<file path="src/rtl/core/vn_pkg.sv">
// ----------------------------------------------------------------------------
// vn_pkg
// shared types and constants for the 2d vector normalize block
// ----------------------------------------------------------------------------
package vn_pkg;

    localparam int FIELD_W        = 16;
    localparam int LEN_W          = 25;
    localparam int DIR_W          = 16;
    localparam int COORD_WIDTH_DEF = 16;
    localparam int DIR_FRAC_DEF   = 14;
    localparam int QUEUE_DEPTH    = 4;

    typedef struct packed {
        logic signed [FIELD_W-1:0] start_x;
        logic signed [FIELD_W-1:0] start_y;
        logic signed [FIELD_W-1:0] end_x;
        logic signed [FIELD_W-1:0] end_y;
    } req_t;

    typedef struct packed {
        logic        [LEN_W-1:0] length_q8;
        logic signed [DIR_W-1:0] dir_x_q14;
        logic signed [DIR_W-1:0] dir_y_q14;
        logic                    zero_length;
    } res_t;

    // queue status seen by the front and the back part
    typedef struct packed {
        logic full;
        logic empty;
    } queue_status_t;

endpackage

</file>
<file path="src/rtl/core/vn_queue.sv">
// ----------------------------------------------------------------------------
// vn_queue
// short fifo between the front and the back part
// ----------------------------------------------------------------------------
module vn_queue
    import vn_pkg::*;
#(
    parameter int W = 8
)
(
    input  logic          clk,
    input  logic          rst_n,
    input  logic          push,
    input  logic [W-1:0]  wdata,
    input  logic          pop,
    output logic [W-1:0]  rdata,
    output queue_status_t status
);

    localparam int AW = $clog2(QUEUE_DEPTH);

    logic [W-1:0]  mem_reg [0:QUEUE_DEPTH-1];
    logic [AW-1:0] wptr_reg, wptr_next;
    logic [AW-1:0] rptr_reg, rptr_next;
    logic [AW:0]   count_reg, count_next;

    always_comb
    begin
        wptr_next  = wptr_reg;
        rptr_next  = rptr_reg;
        count_next = count_reg;
        if (push)
        begin
            wptr_next = (wptr_reg == AW'(QUEUE_DEPTH-1)) ? '0 : wptr_reg + 1'b1;
        end
        if (pop)
        begin
            rptr_next = (rptr_reg == AW'(QUEUE_DEPTH-1)) ? '0 : rptr_reg + 1'b1;
        end
        if (push && !pop)
        begin
            count_next = count_reg + 1'b1;
        end
        else if (pop && !push)
        begin
            count_next = count_reg - 1'b1;
        end
    end

    always_ff @(posedge clk or negedge rst_n)
    begin
        if (!rst_n)
        begin
            wptr_reg  <= '0;
            rptr_reg  <= '0;
            count_reg <= '0;
        end
        else
        begin
            wptr_reg  <= wptr_next;
            rptr_reg  <= rptr_next;
            count_reg <= count_next;
        end
    end

    always_ff @(posedge clk)
    begin
        if (push)
        begin
            mem_reg[wptr_reg] <= wdata;
        end
    end

    assign rdata        = mem_reg[rptr_reg];
    assign status.full  = (count_reg == (AW+1)'(QUEUE_DEPTH));
    assign status.empty = (count_reg == '0);

endmodule

</file>
<file path="config.mk">
export PLATFORM = sky130hd
export DESIGN_NAME = vn_queue
export DESIGN_NICKNAME = d
export VERILOG_FILES = /design/src/rtl/core/vn_pkg.sv /design/src/rtl/core/vn_queue.sv
export SDC_FILE = /design/constraint.sdc
export NUM_CORES = 1
export LEC_CHECK = 0
export BUFFER_PORTS_ARGS = -buffer_cell sky130_fd_sc_hd__buf_4
export CAP_MARGIN = 20
export CORE_MARGIN = 5
export CORE_UTILIZATION = 30
export CTS_BUF_LIST = sky130_fd_sc_hd__clkbuf_4 sky130_fd_sc_hd__clkbuf_8
export DETAILED_ROUTE_END_ITERATION = 7
export GPL_TIMING_DRIVEN = 0
export PLACE_DENSITY_LB_ADDON = 0.1
export SLEW_MARGIN = 20
export SYNTH_ARGS = -nofsm -noshare
export SYNTH_HDL_FRONTEND = slang
export SYNTH_SLANG_ARGS = --single-unit
</file>
<file path="constraint.sdc">
create_clock -name clk -period 1.75 [get_ports clk]
set_clock_uncertainty 0.15 [all_clocks]
set_input_delay 0.0875 -clock clk [delete_from_list [all_inputs] [get_ports clk]]
set_output_delay 0.0875 -clock clk [all_outputs]
set_load 0.02 [all_outputs]
</file>
==> impl_metrics.env <==
export IMPL_avgRoutedWirePerCell_um=14.1
export IMPL_dpl_instance_area_mm2=0.00182
export IMPL_n_antenna_cell=0
export IMPL_die_w_um=82.3
export IMPL_total_power_mw=3.39
export IMPL_worst_endpoint_required_ns=1.51
export IMPL_ys_top_cells_by_area="edfxtp_1 (61%), mux4_2 (11%), dfrtp_1 (11%)"
export IMPL_syn_area_per_cell_um2=19.9
export IMPL_die_h_um=82.3
export IMPL_drive_above_1_share_pct=38.0
export IMPL_antenna_found_initial=0
export IMPL_drt_iter0_markers=32
export IMPL_syn_nets=98
export IMPL_violations="negative setup slack"
export IMPL_root_buffer="clkbuf_8"
export IMPL_via_count=798
export IMPL_final_cells=191
export IMPL_cp_end_kind="output pin"
export IMPL_syn2layout_area_growth_pct=35.3
export IMPL_synthArstFlopShare_pct=17.9
export IMPL_drc=0
export IMPL_clk_latency_ns=0.29
export IMPL_cellPowerDensity_mw_per_mm2=1590
export IMPL_slowest_stage="mux4_2"
export IMPL_yosysMostFrequentCell="edfxtp_1"
export IMPL_cts_tree="done"
export IMPL_fmax_mhz=566
export IMPL_final_setup_viol_count=5
export IMPL_numCtsBuffers=5
export IMPL_synthDominantCellAreaShare_pct=61.2
export IMPL_slew_violations=0
export IMPL_status="complete, but fails checks"
export IMPL_synth_seq_cells=39
export IMPL_synth_cell_types=18
export IMPL_arrival_ns=1.53
export IMPL_maxCapViolCount=0
export IMPL_hold_worst_slack_ns=0.0738
export IMPL_fin_setup_tns_ns=-0.0401
export IMPL_routabilityCongestion=0.728
export IMPL_netlist_area_mm2=0.00157
export IMPL_grt_overflow_total=0
export IMPL_grt_pass1_vias=850
export IMPL_cts_path_max_buffers=2
export IMPL_synth_top_area_cell="edfxtp_1"
export IMPL_worst_slew_pin_slew_ns=0.474
export IMPL_grt_pass1_wl_mm=4.17
export IMPL_peakVddDrop_mv=0.527
export IMPL_grt_max_degree=15
export IMPL_rsz0062_at_grt="true"
export IMPL_nNetsFinal=139
export IMPL_grtUsageTotal_pct=8.89
export IMPL_path_max_fanout=4
export IMPL_layout_setup_ws_ns=-0.0168
export IMPL_cts_sinks=39
export IMPL_cp_start_kind="register"
export IMPL_critical_path_top_delay_family="multiplexers"
export IMPL_dr_pass1_iters=4
export IMPL_initial_core_util_pct=30.7
export IMPL_leakage_nw=0.800
export IMPL_port_buffers=21
export IMPL_crit_type="reg -> out"
export IMPL_yosysSeqAreaShare_pct=72.4
export IMPL_clk_pin_slew_ns=0.08
export IMPL_core_mm2=0.00511
export IMPL_num_io_pins=22
export IMPL_fin_crit_sh_pct=101
export IMPL_hold_viol=0
export IMPL_design_area_mm2=0.00212
export IMPL_antenna_left=0
export IMPL_slew_headroom_pct=68.4
export IMPL_synth_common_cells="edfxtp_1 (32), mux4_2 (8), dfrtp_1 (7)"
export IMPL_yosys_warnings=0
export IMPL_largest_reg_flops=32
export IMPL_nFillCells=487
export IMPL_via_per_inst=4.18
export IMPL_max_stage_delay_ns=0.50
export IMPL_wl_mm=2.69
export IMPL_dp_cells=170
export IMPL_rows=26
export IMPL_htree_levels=2
export IMPL_dpl_hpwl_mm=1.74
export IMPL_synthesis_instances=79
export IMPL_cp_buffers_inverters=2
export IMPL_dominantRegCellSynth="edfxtp_1"
export IMPL_crit_chain="clkbuf_16 > mux4_2 > buf_6"
export IMPL_hp_class="in -> reg"
export IMPL_synth_edf_count=32
export IMPL_die_area_mm2=0.00678
export IMPL_period_minus_slack_ns=1.77
## metal layers
layer  part of all wire [%]  vias up  track usage (%)
met5                      0        -                0
met2                     52       17             14.7
met3                    5.2        5             4.12
li1                       -      382                -
met4                    1.7        0             3.99
met1                     40      394             9.73
## power by group
group          internal [mW]  switching [mW]
Clock                  0.432           0.326
Combinational          0.702           0.590
Sequential              1.22           0.114
## kinds of logic (layout without fill, tap and decap cells)
group           count (synthesis)  after routing  synth area share (%)
compound gates                  2              2                 0.637
xor+xnor                        3              3                  1.67
fa+ha+maj                       7              7                  6.06
buf+inv                         7             49                  2.23
flops                          39             39                  72.4
mux                            11             11                  13.6
simple gates                   10             10                  3.43
## final timing paths
check / from / endpoint / slack, ns / depth (start not counted)
worst max-delay path: rptr_reg[0] / rdata[2] / -0.02 / 3
min in group asynchronous: rst_n / wptr_reg[0] / 0.61 / 3
max in group asynchronous: rst_n / rptr_reg[0] / 0.56 / 3
worst min-delay path: pop / rptr_reg[0] / 0.07 / 2
worst max register to register: wptr_reg[0] / mem_reg[0][5] / 0.16 / 3
worst min register to register: count_reg[2] / count_reg[2] / 0.35 / 1
## stage by stage
step	utilization [%]	worst slack (ns)
final	41.6	-0.0168
after global routing	41.6	-0.0617
after CTS	40.8	-0.0347
after detailed placement	35.5	0.137
after global placement	35.5	0.134
after floorplan	-	0.303
## area by class of cell
type	count	area (um2)	share of cell area [%]
clock buffers	5	68.8	3.24
well taps	70	87.6	4.12
repair buffers	34	335	15.8
flip-flops and latches	39	1140	53.5
clock inverters	3	47.5	2.24
plain buffers	2	25.0	1.18
inverters	5	18.8	0.883
multi-input cells	33	404	19.0
## cells in the final DEF, fill, tap and decap left out, types with 2 or more instances in the layout
| cell | Yosys | final |
|---|---|---|
| and2_1 | 4 | 4 |
| buf_4 | 0 | 13 |
| buf_6 | 1 | 8 |
| clkbuf_8 | 0 | 5 |
| dfrtp_1 | 7 | 6 |
| dlygate4sd3_1 | 0 | 11 |
| edfxtp_1 | 32 | 32 |
| ha_1 | 6 | 5 |
| inv_1 | 5 | 5 |
| mux2_2 | 3 | 3 |
| mux4_2 | 8 | 8 |
| nor2_1 | 2 | 2 |
| o21ai_0 | 2 | 2 |
| xor2_1 | 2 | 2 |
## what timing repair did
| action | CTS | global route |
|---|---|---|
| hold buffers | 12 | 0 |
| buffers inserted | 0 | 1 |
| pin swaps | 0 | 2 |
| gates cloned | 0 | 1 |
| endpoints found under the setup margin | 8 | 9 |
| endpoints found under the hold margin | 43 | 0 |
| gates resized for setup | 9 | 5 |
(Power assumes the default switching activity.)
