## config.mk

```make
export PLATFORM = sky130hd
export DESIGN_NAME = vn_front
export DESIGN_NICKNAME = d
export VERILOG_FILES = /design/src/rtl/core/vn_pkg.sv /design/src/rtl/core/vn_front.sv
export SDC_FILE = /design/constraint.sdc
export NUM_CORES = 1
export LEC_CHECK = 0
export BUFFER_PORTS_ARGS = -buffer_cell sky130_fd_sc_hd__clkbuf_2
export CAP_MARGIN = 20
export CORE_ASPECT_RATIO = 1.5
export CORE_MARGIN = 2
export CORE_UTILIZATION = 60
export DETAILED_ROUTE_END_ITERATION = 8
export GPL_TIMING_DRIVEN = 0
export PLACE_DENSITY = 0.92
export SYNTH_ARGS = -nofsm -noshare
export SYNTH_HDL_FRONTEND = slang
export SYNTH_SLANG_ARGS = --single-unit
export TNS_END_PERCENT = 50
```

## constraint.sdc

```tcl
create_clock -name clk -period 13.6 [get_ports clk]
set_clock_uncertainty 0.2 [all_clocks]
set_input_delay 0.68 -clock clk [delete_from_list [all_inputs] [get_ports clk]]
set_output_delay 0.68 -clock clk [all_outputs]
set_load 0.02 [all_outputs]
```

## src/rtl/core/vn_pkg.sv

```systemverilog
// ----------------------------------------------------------------------------
// vn_pkg
// shared types and constants for the 2d vector normalize block
// ----------------------------------------------------------------------------
package vn_pkg;

    localparam int FIELD_W        = 16;
    localparam int LEN_W          = 25;
    localparam int DIR_W          = 16;
    localparam int COORD_WIDTH_DEF = 16;
    localparam int DIR_FRAC_DEF   = 14;
    localparam int QUEUE_DEPTH    = 4;

    typedef struct packed {
        logic signed [FIELD_W-1:0] start_x;
        logic signed [FIELD_W-1:0] start_y;
        logic signed [FIELD_W-1:0] end_x;
        logic signed [FIELD_W-1:0] end_y;
    } req_t;

    typedef struct packed {
        logic        [LEN_W-1:0] length_q8;
        logic signed [DIR_W-1:0] dir_x_q14;
        logic signed [DIR_W-1:0] dir_y_q14;
        logic                    zero_length;
    } res_t;

    // queue status seen by the front and the back part
    typedef struct packed {
        logic full;
        logic empty;
    } queue_status_t;

endpackage

```

## src/rtl/core/vn_front.sv

```systemverilog
// ----------------------------------------------------------------------------
// vn_front
// takes requests, forms the difference vector and its squares
// ----------------------------------------------------------------------------
module vn_front
    import vn_pkg::*;
#(
    parameter int COORD_WIDTH = COORD_WIDTH_DEF,
    parameter int SQ_W        = 2*COORD_WIDTH + 2,
    parameter int ENT_W       = 3*SQ_W + 3
)
(
    input  logic             clk,
    input  logic             rst_n,
    input  logic             valid,
    output logic             stall,
    input  req_t             req,
    input  queue_status_t    qstat,
    output logic             push,
    output logic [ENT_W-1:0] entry
);

    localparam int CW = COORD_WIDTH;

    logic          fv_reg;
    logic [CW:0]   ax_reg, ay_reg;
    logic          sx_reg, sy_reg;
    logic [CW:0]   dx, dy;
    logic [CW:0]   ax, ay;
    logic [SQ_W-1:0] axsq, aysq, ssum;
    logic          accept;

    // read a field as CW bits, sign extended to CW+1
    function automatic logic [CW:0] coord(logic [FIELD_W-1:0] f);
        logic [FIELD_W+CW-1:0] t;
        t = {{CW{f[FIELD_W-1]}}, f};
        return {t[CW-1], t[CW-1:0]};
    endfunction

    assign dx = coord(req.end_x) - coord(req.start_x);
    assign dy = coord(req.end_y) - coord(req.start_y);
    assign ax = dx[CW] ? (~dx + 1'b1) : dx;
    assign ay = dy[CW] ? (~dy + 1'b1) : dy;

    assign stall  = fv_reg && qstat.full;
    assign accept = valid && !stall;
    assign push   = fv_reg && !qstat.full;

    always_ff @(posedge clk or negedge rst_n)
    begin
        if (!rst_n)
        begin
            fv_reg <= 1'b0;
        end
        else if (accept)
        begin
            fv_reg <= 1'b1;
        end
        else if (push)
        begin
            fv_reg <= 1'b0;
        end
    end

    always_ff @(posedge clk)
    begin
        if (accept)
        begin
            ax_reg <= ax;
            ay_reg <= ay;
            sx_reg <= dx[CW];
            sy_reg <= dy[CW];
        end
    end

    assign axsq  = SQ_W'(ax_reg * ax_reg);
    assign aysq  = SQ_W'(ay_reg * ay_reg);
    assign ssum  = axsq + aysq;
    assign entry = {ssum, axsq, aysq, sx_reg, sy_reg, (ssum == '0)};

endmodule

```

==> results of run 1 <==
[metrics by stage]
step | setup slack [ns] | instance area [um2]
floorplan | 3.22 | 21400
global placement | 2.26 | 22800
detailed placement | 2.13 | 22800
CTS | 1.80 | 23000
global route | 1.36 | 23000
finish | 1.74 | 23000
[Yosys cell counts (all sizes together) (21+ instances only)]
master    n
nor2     89
fa      383
nor3     21
o21ai    68
a21o     39
and2    107
nand2   213
ha      280
edfxtp   36
inv     623
a21oi    91
nand3    21
xor2     50
xnor2   105
clkbuf   45
[worst max-delay path, delay by kind of cell, from the launching register on]
family,cells,cell delay [ns]
XOR/XNOR,2,0.36
flip-flops,1,0.66
buffers and inverters,5,0.90
adder cells (fa/ha/maj),8,3.60
AO/OA/AOI/OAI,9,1.97
AND/OR/NAND/NOR,12,3.20
[layer usage]
metal	track usage, %	part of all wire (%)	vias to the layer above
li1	-	-	8015
met1	32.1	34	8732
met2	56.9	52	795
met3	3.53	5.8	309
met4	21.8	8.8	0
met5	0	0	-
[kinds of logic (layout without fill, tap and decap cells)]
| group | count (synthesis) | count (layout) |
|---|---|---|
| compound gates | 340 | 340 |
| xor+xnor | 156 | 156 |
| fa+ha+maj | 663 | 663 |
| buf+inv | 683 | 865 |
| flops | 37 | 37 |
| mux | 4 | 4 |
| other cells | 1 | 2 |
| simple gates | 562 | 562 |
[layout make-up]
cell class	count	area, um2	share of cell area (%)
Multi-Input combinational cell	1727	17700	76.8
Inverter	625	2350	10.2
Sequential cell	37	1110	4.81
Timing Repair Buffer	174	891	3.87
Tap cell	473	592	2.57
Buffer	58	262	1.14
Clock buffer	8	146	0.636
[worst min-delay path by stage]
stage / endpoint / slack, ns
after global placement: fv_reg$_DFFE_PN0P_ / 0.25
after detailed placement: fv_reg$_DFFE_PN0P_ / 0.26
after CTS: fv_reg$_DFFE_PN0P_ / 0.41
after global routing: fv_reg$_DFFE_PN0P_ / 0.41
after floorplan: fv_reg$_DFFE_PN0P_ / 0.18
final: fv_reg$_DFFE_PN0P_ / 0.40
[layout by cell type, fill, tap and decap left out, types with 36 or more instances in the layout]
cell / count
a21oi_1: 90
clkbuf_2: 172
fa_1: 383
edfxtp_1: 36
clkbuf_1: 47
o21ai_0: 51
inv_1: 622
nand2_1: 213
xor2_1: 50
ha_1: 280
and2_1: 105
nor2_1: 89
a21o_1: 38
xnor2_1: 102
==> impl_metrics.csv, run 1 <==
group,metric,value,unit
layout,areaGrowthSynthToFinish,7.68,%
layout,drive_gt1_share,8.75,%
clock_tree,cts.sinks,37,
job,drv_cap,0,
layout,final_cells,3102,
clock_tree,cts_tree,"done",
synthesis,yosysTopAreaCell,"fa_1",
layout,fill_cells,2717,
placed_design,gp_congestion,1.01,
setup_path,end_kind,"output pin",
clock_tree,clk_pin_slew,0.07,ns
setup_path,max_stage_delay,0.66,ns
synthesis,async_flop_share,2.70,%
clock_tree,cts_buffers,5,
timing,timing.hold.ws,0.402,ns
clock_tree,clk_latency,0.30,ns
synthesis,ys_warn_count,0,
setup_path,crit_start,"ay_reg[9]$_DFFE_PP_",
floorplanning,placementRows,84,
layout,fin_nets,3360,
synthesis,synth_area_leaders,"fa_1, ha_1, inv_1",
floorplanning,pin_count,176,
min_path,hp-class,"input pin to register",
setup_path,r2r_cells,3,
synthesis,muxShareOfSynthArea,0.205,%
routing,firstDrtPassIters,5,
layout,antenna_cells,0,
synthesis,synth.avg_cell_area,8.73,um2
timing,tns,0,ns
setup_path,arrival,10.98,ns
placed_design,dp_cells,3093,
timing,fin_crit_sh,87.2,%
global_routing,grt_remaining_overflow,0,
timing,slew_viol_final,0,
setup_path,crit_required,12.72,ns
global_routing,grt_start_max_net_pins,37,
clock_tree,cts_root_buf,"clkbuf_16",
setup_path,path_max_fanout,10,
min_path,min_from,"valid",
setup_path,crit_top_cell,"fa_1",
status,status,"completed",
timing,relSlewSlack,39.2,%
routing,vias_per_cell,5.75,
timing,setup_violations,0,
floorplanning,die_area,37200,um2
routing,vias,17851,
setup_path,crit_slowest_cell,"edfxtp_1",
floorplanning,die_y,235,um
floorplanning,initial_core_util,60.9,%
layout,post-route-util,65.5,%
synthesis,yosys.area_share.adder,52.3,%
synthesis,syn_area,21400,um2
global_routing,antenna_found_initial,0,
routing,drtIter0Drc,1216,
synthesis,synth_edf_count,36,
routing,wire_per_inst,18.2,um
synthesis,synth_seq_area_share,5.18,%
floorplanning,core,35100,um2
clock_tree,cts-htree-levels,2,
floorplanning,dieWidth,158,um
global_routing,grt_pass1_vias,19662,
synthesis,synth_top_family_by_area,"adder cells",
routing,wl,56.6,mm
setup_path,rr_startpoint,"fv_reg$_DFFE_PN0P_",
synthesis,synth_xor_xnor_area_share,6.57,%
synthesis,ys_types,81,
clock_tree,hold_buffers,1,
global_routing,track_usage,31.0,%
synthesis,synth_top_area_share,35.9,%
placed_design,dpl.hpwl,49.7,mm
routing,ant_nets,0,
synthesis,synthFlopType,"edfxtp_1",
timing,clock.fmax,84.3,MHz
routing,drc,0,
min_path,whs_path_depth,2,
timing,worst_pin_slew,0.904,ns
synthesis,synth-compound-area-share,10.6,%
synthesis,synthCells,2446,
synthesis,synth_simple_gate_area_share,13.0,%
global_routing,grt_first_pass_wirelength,91.2,mm
clock_tree,cts_setup_buffers,0,
timing,post-route-min-period,11.86,ns
clock_tree,clk_path_buf_depth,2,
timing,rsz0062_at_grt,"no",
clock_tree,post_cts_resized,0,
setup_path,worstSetupPathType,"register to output pin",
synthesis,ys_ff_latch,37,
setup_path,reg2reg_to,"ax_reg[10]$_DFFE_PP_",
setup_path,cp-endpoint,"entry[0]",
setup_path,r2r_slack,12.15,ns
timing,hold_violations,0,
setup_path,critPathLaunchType,"register",
placed_design,port_buffers,172,
Power of run 1 is not shown: default switching activity piles up to over one toggle a cycle in this logic, so the estimate is an artifact.
==> inputs of run 2 (changes only) <==
==> constraint.sdc (replaced) <==
create_clock -name clk -period 13.6 [get_ports clk]
set_clock_uncertainty 0.2 [all_clocks]
set_input_delay 2.72 -clock clk [delete_from_list [all_inputs] [get_ports clk]]
set_output_delay 2.72 -clock clk [all_outputs]
set_load 0.02 [all_outputs]
==> run 2 against run 1 <==
Global-route usage about the same. Hold slack improved by 0.091 ns. Maximum frequency decreased by 11%.
==> impl_metrics.csv, run 2 (synthesis results as in run 1) <==
group,metric,value,unit
timing,slew_viol_final,0,
routing,drtIter0Drc,1442,
clock_tree,cts_tree,"done",
timing,post-route-min-period,13.32,ns
setup_path,crit_family,"adder cells",
setup_path,critPathLaunchType,"register",
timing,worst_pin_slew,0.929,ns
layout,final_cell_mix,"inv_1, fa_1, ha_1",
routing,vias_per_cell,5.73,
clock_tree,cts_buffers,5,
setup_path,crit_required,10.68,ns
placed_design,dp_cells,3093,
layout,fin_nets,3394,
layout,post-route-util,66.5,%
timing,relSlewSlack,37.5,%
global_routing,grt_first_pass_wirelength,91.2,mm
layout,areaGrowthSynthToFinish,9.28,%
floorplanning,die_area,37200,um2
setup_path,end_kind,"output pin",
clock_tree,clk_latency,0.29,ns
timing,fin_crit_sh,97.9,%
floorplanning,placementRows,84,
routing,ant_nets,0,
setup_path,crit_buf_inv,6,
timing,hold_violations,0,
setup_path,worstSetupPathType,"register to output pin",
timing,timing.hold.ws,0.493,ns
placed_design,dpl.hpwl,49.7,mm
layout,antenna_cells,0,
routing,wl,57.3,mm
placed_design,gp_congestion,1.01,
global_routing,grt_start_max_net_pins,37,
global_routing,grt_remaining_overflow,0,
routing,wire_per_inst,18.3,um
routing,firstDrtPassIters,7,
global_routing,antenna_found_initial,0,
setup_path,arrival,10.40,ns
timing,setup_violations,0,
layout,final_cells,3136,
clock_tree,clk_path_buf_depth,2,
routing,vias,17974,
status,status,"completed",
clock_tree,cts.sinks,37,
floorplanning,initial_core_util,60.9,%
layout,final_common_cell,"inv_1",
global_routing,grt_pass1_vias,19681,
placed_design,port_buffers,172,
setup_path,max_stage_delay,0.58,ns
clock_tree,cts_root_buf,"clkbuf_16",
setup_path,path_max_fanout,10,
floorplanning,pin_count,176,
setup_path,crit_top_cell,"fa_1",
min_path,hp-class,"register to register",
timing,tns,0,ns
clock_tree,clk_pin_slew,0.06,ns
floorplanning,core,35100,um2
timing,clock.fmax,75.1,MHz
floorplanning,dieWidth,158,um
setup_path,crit_slowest_cell,"or4b_1",
job,drv_cap,0,
layout,drive_gt1_share,11.4,%
clock_tree,hold_buffers,0,
clock_tree,cts-htree-levels,2,
routing,drc,0,
floorplanning,die_y,235,um
global_routing,track_usage,31.0,%
run 2: changes by cell type in the layout (fill, tap and decap cells not counted), sizes merged:
cell and change:
clkbuf -7, dlygate4sd3 -1, buf +42
run 2: what timing repair did:
action,4_1_cts,5_1_grt
endpoints found under the setup margin,1,1
hold endpoints to repair,0,0
pin swaps,1,0
gates resized for setup,17,50
cloned,0,0
setup buffers,2,33
run 2: routing by layer:
| layer | global-route usage, % | up-vias | part of all wire, % |
|---|---|---|---|
| li1 | - | 8082 | - |
| met5 | 0 | - | 0 |
| met4 | 21.5 | 0 | 8.5 |
| met3 | 3.53 | 323 | 6.0 |
| met2 | 57.1 | 807 | 52 |
| met1 | 32.0 | 8762 | 33 |
run 2: layout make-up:
class / count / area, um2
inverter: 625 / 2350
sequential: 37 / 1110
tap: 473 / 592
buffer: 58 / 309
timing repair buffer: 208 / 1140
fill: 2642 / 11800
multi-input combinational: 1727 / 17700
clock buffer: 8 / 146
run 2: through the flow:
step	worst slack, ns	area (um2)
6_report	0.281	23300
5_1_grt	-0.0231	23300
4_1_cts	0.0204	23000
3_5_place_dp	0.0919	22800
3_3_place_gp	0.223	22800
2_1_floorplan	1.18	21400
run 2: worst paths after layout:
path                                           start            endpoint  slack [ns]  cells past startpoint
worst max-delay path            ax_reg[14]$_DFFE_PP_            entry[0]        0.28                     30
worst min-delay path              fv_reg$_DFFE_PN0P_  fv_reg$_DFFE_PN0P_        0.49                      2
worst max register to register    fv_reg$_DFFE_PN0P_    sx_reg$_DFFE_PP_       12.15                      3
worst min register to register    fv_reg$_DFFE_PN0P_  fv_reg$_DFFE_PN0P_        0.49                      2
max in group asynchronous                      rst_n  fv_reg$_DFFE_PN0P_       11.13                      1
min in group asynchronous                      rst_n  fv_reg$_DFFE_PN0P_        1.99                      1
run 2: worst reg2reg max path, cell delays in order, from the launching register on:
cell     delay (ns)
dfrtp_1        0.37
and2_1         0.18
nor2b_4        0.14
buf_12         0.21
Power of run 2 is left out for the same reason.
==> inputs of run 3 (changes only) <==
--- a/config.mk
+++ b/config.mk
@@ -8,7 +8,6 @@
 export BUFFER_PORTS_ARGS = -buffer_cell sky130_fd_sc_hd__clkbuf_2
 export CAP_MARGIN = 20
 export CORE_ASPECT_RATIO = 1.5
-export CORE_MARGIN = 2
 export CORE_UTILIZATION = 60
 export DETAILED_ROUTE_END_ITERATION = 8
 export GPL_TIMING_DRIVEN = 0
==> constraint.sdc (replaced) <==
create_clock -name clk -period 13.6 [get_ports clk]
set_clock_uncertainty 0.2 [all_clocks]
set_input_delay 2.72 -clock clk [delete_from_list [all_inputs] [get_ports clk]]
set_output_delay 2.72 -clock clk [all_outputs]
set_load 0.01 [all_outputs]
==> run 3 against run 2 <==
Cell count is 0.35% lower. First-iteration DRC count is 21% lower. Worst setup slack better by 0.026 ns. Wire length is 0.76% higher.
==> impl_metrics.csv, run 3 (synthesis results as in run 1) <==
group,metric,value,unit
timing,post-route-min-period,13.29,ns
setup_path,path_max_fanout,10,
setup_path,worstSetupPathType,"register to output pin",
floorplanning,die_y,233,um
routing,firstDrtPassIters,6,
status,status,"completed",
layout,fill_cells,2724,
global_routing,track_usage,32.9,%
clock_tree,clk_latency,0.30,ns
timing,slew_viol_final,0,
clock_tree,cts-htree-levels,2,
timing,setup_slack,0.307,ns
placed_design,port_buffers,172,
layout,drive_gt1_share,11.2,%
routing,wl,57.8,mm
min_path,hp-class,"register to register",
timing,clock.fmax,75.2,MHz
clock_tree,cts_buffers,5,
routing,vias_per_cell,5.70,
global_routing,grt_start_max_net_pins,20,
timing,tns,0,ns
layout,register_area,1110,um2
layout,areaGrowthSynthToFinish,8.97,%
routing,ant_nets,0,
setup_path,max_stage_delay,0.62,ns
clock_tree,cts_tree,"done",
routing,drc,0,
setup_path,arrival,10.37,ns
routing,vias,17819,
global_routing,antenna_found_initial,0,
floorplanning,dieWidth,156,um
layout,multi_input_area,17700,um2
floorplanning,placementRows,84,
setup_path,critPathLaunchType,"register",
global_routing,grt_pass1_vias,19507,
floorplanning,core,35100,um2
layout,final_common_cell,"inv_1",
timing,fin_crit_sh,97.7,%
setup_path,end_kind,"output pin",
global_routing,grt_remaining_overflow,0,
routing,wire_per_inst,18.5,um
job,drv_cap,0,
timing,setup_violations,0,
timing,hold_violations,0,
placed_design,dpl.hpwl,50.1,mm
layout,post-route-util,66.3,%
setup_path,crit_slowest_cell,"or4b_1",
setup_path,crit_top_cell,"fa_1",
placed_design,dp_slack,0.0102,ns
clock_tree,cts_root_buf,"clkbuf_16",
clock_tree,clk_path_buf_depth,2,
layout,fin_nets,3383,
global_routing,grt_first_pass_wirelength,92.8,mm
clock_tree,cts.sinks,37,
layout,final_cell_mix,"inv_1, fa_1, ha_1",
floorplanning,initial_core_util,60.9,%
routing,drtIter0Drc,1137,
floorplanning,pin_count,176,
timing,worst_pin_slew,0.948,ns
clock_tree,clk_pin_slew,0.07,ns
floorplanning,die_area,36400,um2
timing,relSlewSlack,36.5,%
layout,antenna_cells,0,
setup_path,crit_required,10.68,ns
placed_design,gp_congestion,1.02,
==> run 3: cell types whose count changed in the layout (fill, tap and decap cells not counted), moves of 2 or more <==
cell,before,now
clkbuf_2,189,192
o21ai_1,16,18
buf_4,42,31
clkbuf_1,19,16
clkinv_2,0,2
buf_2,11,8
==> run 3: metal layers <==
layer  global-route usage [%]  part of all wire [%]
met1                     33.2                    34
met3                     4.99                   5.6
met5                        0                     0
met2                     61.1                    53
met4                     23.0                   7.3
==> run 3: area by class of cell <==
| cell class | count | share of cell area [%] |
|---|---|---|
| inverter | 625 | 10.1 |
| multi-input combinational | 1727 | 76.1 |
| buffer | 57 | 1.32 |
| sequential | 37 | 4.75 |
| timing repair buffer | 198 | 4.61 |
| clock inverter | 3 | 0.0752 |
| clock buffer | 5 | 0.537 |
| tap | 473 | 2.54 |
==> run 3: stage by stage <==
step	area, um2	cells	hold WS (ns)
detailed placement	22900	3093	0.471
global placement	22800	3092	0.396
CTS	23100	3105	0.493
global route	23300	3125	0.513
finish	23300	3125	0.486
floorplan	21400	2447	0.449
==> run 3: critical path, delay by kind of cell, from the launching register on <==
family                     cells  cell delay, ns
xor gates and xnor gates       2            0.31
buffers and inverters          5            0.63
and+or+nand+nor               11            3.05
AOI/OAI and AO/OA             10            1.97
DFF                            1            0.57
adders and majority gates      8            3.54
==> run 3: path summary, 6_finish.rpt <==
path	start	endpoint	slack [ns]	depth (start not counted)
max in group asynchronous	rst_n	fv_reg$_DFFE_PN0P_	11.14	1
setup / recovery	ay_reg[5]$_DFFE_PP_	entry[0]	0.31	36
setup reg to reg	fv_reg$_DFFE_PN0P_	ax_reg[9]$_DFFE_PP_	11.79	3
hold reg to reg	fv_reg$_DFFE_PN0P_	fv_reg$_DFFE_PN0P_	0.49	2
min in group asynchronous	rst_n	fv_reg$_DFFE_PN0P_	1.98	1
hold / removal	fv_reg$_DFFE_PN0P_	fv_reg$_DFFE_PN0P_	0.49	2
==> run 3: what timing repair did <==
item                                   in CTS  in global routing
setup endpoints to repair                   1                  1
cloned                                      0                  0
hold buffers                                0                  0
setup buffers                               4                 20
endpoints found under the hold margin       0                  0
gates resized for setup                    19                 48
Power of run 3 is left out for the same reason.
